### config.mk
export PLATFORM = sky130hd
export DESIGN_NAME = nlm_ctrl
export DESIGN_NICKNAME = d
export VERILOG_FILES = /design/src/rtl/nlm_pkg.sv /design/src/rtl/nlm_ctrl.sv
export SDC_FILE = /design/constraint.sdc
export NUM_CORES = 1
export LEC_CHECK = 0
export BUFFER_PORTS_ARGS = -buffer_cell sky130_fd_sc_hd__buf_2
export CAP_MARGIN = 10
export CORE_AREA = 2 2 39 41
export DETAILED_ROUTE_END_ITERATION = 7
export DIE_AREA = 0 0 41 43
export PLACE_DENSITY = 0.47
export RECOVER_POWER = 50
export SYNTH_ARGS = -nofsm -noshare
export SYNTH_HDL_FRONTEND = slang
export SYNTH_SLANG_ARGS = --single-unit
### constraint.sdc
create_clock -name clock -period 2.19 [get_ports clock]
set_clock_uncertainty 0.2 [all_clocks]
set_input_delay 0.1095 -clock clock [delete_from_list [all_inputs] [get_ports clock]]
set_output_delay 0.1095 -clock clock [all_outputs]
set_load 0.02 [all_outputs]
### src/rtl/nlm_pkg.sv
// nlm_pkg: shared constants and types of the N-dimensional nearest-entry LUT mapper.
// No dependencies; imported by the controller, the datapath and the top level.

package nlm_pkg;

   // Fixed field geometry
   localparam int COORD_FIELDS = 4;
   localparam int DIM_W        = 2;
   localparam int COORD_W      = 8;
   localparam int SIZE_W       = 9;
   localparam int DIMS_W       = 3;
   localparam int BPE_W        = 5;
   localparam int LOAD_ADDR_W  = 16;
   localparam int BYTE_W       = 8;
   localparam int CSR_INDEX_W  = 3;
   localparam int CSR_DATA_W   = 9;

   // Register indexes on the csr port
   localparam logic [CSR_INDEX_W-1:0] CSR_DIMS_IN_USE     = 3'd0;
   localparam logic [CSR_INDEX_W-1:0] CSR_SIZE_DIM0       = 3'd1;
   localparam logic [CSR_INDEX_W-1:0] CSR_SIZE_DIM1       = 3'd2;
   localparam logic [CSR_INDEX_W-1:0] CSR_SIZE_DIM2       = 3'd3;
   localparam logic [CSR_INDEX_W-1:0] CSR_SIZE_DIM3       = 3'd4;
   localparam logic [CSR_INDEX_W-1:0] CSR_BYTES_PER_ENTRY = 3'd5;

   // Item command codes
   localparam logic CMD_LOAD   = 1'b0;
   localparam logic CMD_LOOKUP = 1'b1;

   // Controller to datapath
   typedef struct packed {
      logic load_we;   // write one table byte
      logic start;     // latch a lookup item, clear accumulators
      logic kmul;      // index of current dimension
      logic pmul;      // index times weight, next weight
      logic acc;       // accumulate address, advance dimension
      logic check;     // end-of-memory check, set read pointer
      logic rd_en;     // read and present one entry byte
   } nlm_cmd_type;

   // Datapath to controller
   typedef struct packed {
      logic bpe_zero;
      logic last_dim;
      logic byte_last;
      logic out_free;
   } nlm_status_type;

endpackage

### src/rtl/nlm_ctrl.sv
// nlm_ctrl: sequencer of the LUT mapper (load, per-dimension address steps, byte emit).
// Depends on nlm_pkg for command and status structs.

module nlm_ctrl (
   input  logic                    clock,
   input  logic                    reset,
   input  logic                    req_valid,
   input  logic                    req_cmd,
   output logic                    req_ready,
   input  nlm_pkg::nlm_status_type status,
   output nlm_pkg::nlm_cmd_type    cmd
);
   import nlm_pkg::*;

   typedef enum logic [5:0] {
      ST_IDLE  = 6'b000001,
      ST_KMUL  = 6'b000010,
      ST_PMUL  = 6'b000100,
      ST_ACC   = 6'b001000,
      ST_CHECK = 6'b010000,
      ST_EMIT  = 6'b100000
   } state_type;

   state_type state_ff, state_in;

   assign req_ready = (state_ff == ST_IDLE);

   always_comb begin
      state_in = state_ff;
      cmd      = '0;
      case (state_ff)
         ST_IDLE: begin
            if (req_valid) begin
               if (req_cmd == CMD_LOOKUP) begin
                  cmd.start = 1'b1;
                  // zero-width entry: item consumed, nothing emitted
                  if (!status.bpe_zero) state_in = ST_KMUL;
               end else begin
                  cmd.load_we = 1'b1;
               end
            end
         end
         ST_KMUL: begin
            cmd.kmul = 1'b1;
            state_in = ST_PMUL;
         end
         ST_PMUL: begin
            cmd.pmul = 1'b1;
            state_in = ST_ACC;
         end
         ST_ACC: begin
            cmd.acc  = 1'b1;
            state_in = status.last_dim ? ST_CHECK : ST_KMUL;
         end
         ST_CHECK: begin
            cmd.check = 1'b1;
            state_in  = ST_EMIT;
         end
         ST_EMIT: begin
            if (status.out_free) begin
               cmd.rd_en = 1'b1;
               if (status.byte_last) state_in = ST_IDLE;
            end
         end
         default: begin
            state_in = ST_IDLE;
         end
      endcase
   end

   always_ff @(posedge clock) begin
      if (reset) begin
         state_ff <= ST_IDLE;
      end else begin
         state_ff <= state_in;
      end
   end

endmodule

# Word-level counts from Yosys, hierarchy flattened
# Cells that the tools add are included.
[classes]
n_eq_ne = 11
n_mux = 17
reduce_logical = 1
[op_table]
columns = ["op", "count"]
rows = [
  ["$pmux 6 s6", 1],
  ["$mux 6", 5],
  ["$ne 2x2->1 const B", 5],
  ["$mux 1", 8],
  ["$eq 6x1->1 const B", 1],
  ["$eq 6x2->1 const B", 1],
  ["$eq 6x3->1 const B", 1],
  ["$eq 6x4->1 const B", 1],
  ["$eq 6x5->1 const B", 1],
  ["$eq 6x6->1 const B", 1],
  ["$mux 5", 1],
  ["$reduce_and 5->1", 1],
  ["$mux 2", 2],
]
[totals]
ff_bits = 6
in_bits = 8
output_inout_bits = 8
word_cells = 30

# Longest topological paths before layout
[depth]
depth_word = 4
ltp_mapped = 5
depth_no_buf = 4

# Worst setup path before layout
# OpenSTA, ideal clock, no wires.
[synth_timing]
path_type = "register to output"
startpoint = "register state_ff[1]"
endpoint = "output port cmd[6] in the netlist's numbering"
arrival_time_ns = 1.189
t_required_ns = 1.881
path_slack_ns = 0.692
stages_incl_launch_ff = 6
path_buffers = 1
cell_sequence = "dfxtp_1 -> nor3_2 -> and3b_1 -> buf_4 -> nand2_1 -> nor2_1"
[synth_rtl]
columns = ["element", "line", "rtl"]
rows = [
  ["start: declaration", "nlm_ctrl.sv:24", "state_type state_ff, state_in;"],
  ["start signal: assignment", "nlm_ctrl.sv:75", "state_ff <= state_in;"],
  ["end: declaration", "nlm_ctrl.sv:11", "output nlm_pkg::nlm_cmd_type cmd"],
]

==> reports/metrics.cfg <==
[cells_and_area]
largest_reg_flops = 6
insertedDiodeCount = 0
largest-register = state_ff
layout-drive-gt1-share_pct = 37.3
finish.net_count = 77
largest_registers = state_ff: 6 flops
area_delta_synth_final_pct = 42.4

[die]
die-area_um2 = 1760
fp.coreArea_um2 = 1380
boundaryPins = 16
initial_utilization_pct = 26.7
chipHeight_um = 43
core.rowCount = 14
die-width_um = 41

[sta]
rsz0062_at_grt = false
highest_clock_rate_mhz = 479
report.final.setup_viol = 0
finalHoldViolCount = 0
setup_slack_ns = 0.104
final.period_utilization_pct = 95.2
timing_worst_slew_pin_value_ns = 0.233
setup_total_negative_slack_ns = 0
finalCriticalPeriod_ns = 2.09
slew-limit-headroom_pct = 84.4
max_slew_vio_count = 0

[synth]
syn_nets = 54
yosysWarnings = 0
mappedNetlistArea_um2 = 369
syn_area_per_cell_um2 = 8.02
yosysUniqueCellTypes = 25
synth_sequential_area_ratio_pct = 32.5
gate_count_post_synth = 46
synth_seq_cells = 6

[route]
via_count = 382
first_pass_iters = 4
detailedRoute.firstIterationViolations = 5
routed_wl_um = 850
avgViaCountPerCell = 4.60
wl_per_cell_um = 10.2
postRouteAntennaNets = 0
drc_errors = 0

[grt]
first_global_vias = 333
overflow = 0
grt_start_max_net_pins = 8
antenna_violations_before_repair = 0
grt_pass1_wl_um = 1370
global_route.usage.total_pct = 12.0

[run]
timing.max_cap.violations = 0

[power]
pwr-share-comb_pct = 51.1
cell_internal_pwr_mw = 0.329
powerDensity_nw_per_um2 = 996
power.share.switching_pct = 37.1
power.total_mw = 0.523
p_seq_share_pct = 29.4
vdd_drop_max_mv = 0.441
power.share.clock_pct = 19.5
p_leak_nw = 0.271
power.net_switching_mw = 0.194

[setup_path]
critical_path_peak_fanout = 6
required_ns = 2.17
timing.critical_path.arrival_ns = 2.07
worst_setup_path_end_kind = register
path_class = in2reg
startpoint_types = primary input

[clock_network]
cts.root.buffer_cell = sky130_fd_sc_hd__clkbuf_4
clock_tree.htree_level_count = 1
tritoncts_num_sinks = 6
max-clock-path-buffers = 2
cts.clk_slew.worst_paths_ns = 0.04
latest_clock_arrival_within_the_worst_skew_pair_ns = 0.24
cts-buffers-inserted = 3
cts_tree = yes

[placed_design]
preCtsSetupSlack_ns = 0.601
routabilityCongestion = 0.799
port_buffer_cells = 15
hpwl_um = 652

[min_path]
worst_hold_path_type = in2reg

[status]
run_status = finished, final reports clean

==> timing repair <==
item                       4_1_cts  5_1_grt
gates resized for setup          0        3
hold endpoints to repair         4        0
setup endpoints to repair        0        1
hold buffers                     3        0
buffers inserted                 0        1
==> final cells by class <==
type	instances	area (um2)
multi-input cells	38	246
repair buffers	19	113
inverters	1	3.75
clock buffers	3	22.5
fillers	147	858
well taps	16	20.0
flip-flops and latches	6	120
==> metrics by stage <==
stage	hold WS, ns	cell area [um2]	utilization (%)	cells
floorplan	-0.0226	369	-	46
global placement	0.166	457	33.0	76
detailed placement	0.171	457	33.0	76
CTS	0.0610	509	36.8	82
global route	0.0798	526	38.0	83
finish	0.0581	526	38.0	83
==> metal layers <==
layer / global-route usage, % / share of wire (%) / routed length [um]
met4: 8.00 / 0 / 0
met2: 14.7 / 47 / 403
met5: 0 / 0 / 0
met1: 16.6 / 47 / 398
met3: 4.71 / 5.6 / 48
==> Yosys cell counts <==
cell type                  n  area [um2]
sky130_fd_sc_hd__o211ai_1  1        7.51
sky130_fd_sc_hd__o21ai_0   2        10.0
sky130_fd_sc_hd__nor2_1    8        30.0
sky130_fd_sc_hd__nor3_1    1        5.00
sky130_fd_sc_hd__and3b_1   1        8.76
sky130_fd_sc_hd__and2_1    1        6.26
sky130_fd_sc_hd__dfxtp_1   6         120
sky130_fd_sc_hd__buf_4     1        7.51
sky130_fd_sc_hd__a21o_1    1        7.51
sky130_fd_sc_hd__o21a_1    1        7.51
sky130_fd_sc_hd__and2b_1   1        7.51
sky130_fd_sc_hd__a211o_1   1        8.76
sky130_fd_sc_hd__o21ba_1   1        10.0
sky130_fd_sc_hd__nand3_1   3        15.0
sky130_fd_sc_hd__a22o_1    1        8.76
sky130_fd_sc_hd__a311oi_2  1        15.0
sky130_fd_sc_hd__xor2_1    1        8.76
sky130_fd_sc_hd__nand2_1   2        7.51
sky130_fd_sc_hd__nor3_2    1        10.0
sky130_fd_sc_hd__and3_2    1        7.51
sky130_fd_sc_hd__inv_1     1        3.75
sky130_fd_sc_hd__nor3b_1   1        7.51
sky130_fd_sc_hd__and3_1    4        25.0
sky130_fd_sc_hd__nor2b_1   3        18.8
sky130_fd_sc_hd__a21oi_1   1        5.00
==> path summary, 6_finish.rpt <==
| path | to | cells past startpoint | from | slack [ns] |
|---|---|---|---|---|
| setup / recovery | state_ff[1]$_SDFFE_PP0P_ | 7 | reset | 0.10 |
| hold / removal | state_ff[5]$_SDFFE_PP0P_ | 4 | status[0] | 0.06 |
| setup reg to reg | state_ff[1]$_SDFFE_PP0P_ | 5 | state_ff[3]$_SDFFE_PP0P_ | 0.13 |
| hold reg to reg | state_ff[4]$_SDFFE_PP0P_ | 2 | state_ff[3]$_SDFFE_PP0P_ | 0.43 |
==> critical path: stages <==
cell and delay, ns:
sky130_fd_sc_hd__dlygate4sd3_1 0.53, sky130_fd_sc_hd__buf_2 0.16, sky130_fd_sc_hd__nor2_1 0.09, sky130_fd_sc_hd__nand3_1 0.10
sky130_fd_sc_hd__a22o_1 0.25, sky130_fd_sc_hd__a311oi_2 0.25, sky130_fd_sc_hd__dlygate4sd3_1 0.58
==> cells by family (layout without fill, tap and decap cells) <==
group	count (synthesis)	count (layout)	share of synthesized area, %
AND/OR/NAND/NOR	27	27	40.3
AO/OA/AOI/OAI	10	10	21.7
flip-flops	6	6	32.5
buffers and inverters	2	23	3.05
XOR/XNOR	1	1	2.37
==> cells in the final DEF (no fill, tap or decap), drive strengths merged, types with 2 or more instances in the layout <==
master       netlist  layout
and3               5       5
nand3              3       3
buf                1      16
clkbuf             0       3
nor2b              3       3
dlygate4sd3        0       3
nand2              2       2
nor3               2       2
dfxtp              6       6
nor2               8       8
o21ai              2       2
==> power by group through the flow <==
stage / clock [mW] / sequential (mW) / combinational, mW
after floorplan: 0 / 0.148 / 0.197
final: 0.102 / 0.154 / 0.267
after global placement: 0 / 0.156 / 0.231
after detailed placement: 0 / 0.154 / 0.229
after global routing: 0.117 / 0.159 / 0.299
after CTS: 0.109 / 0.152 / 0.244
Note: power is estimated with default switching activity, not from simulation.
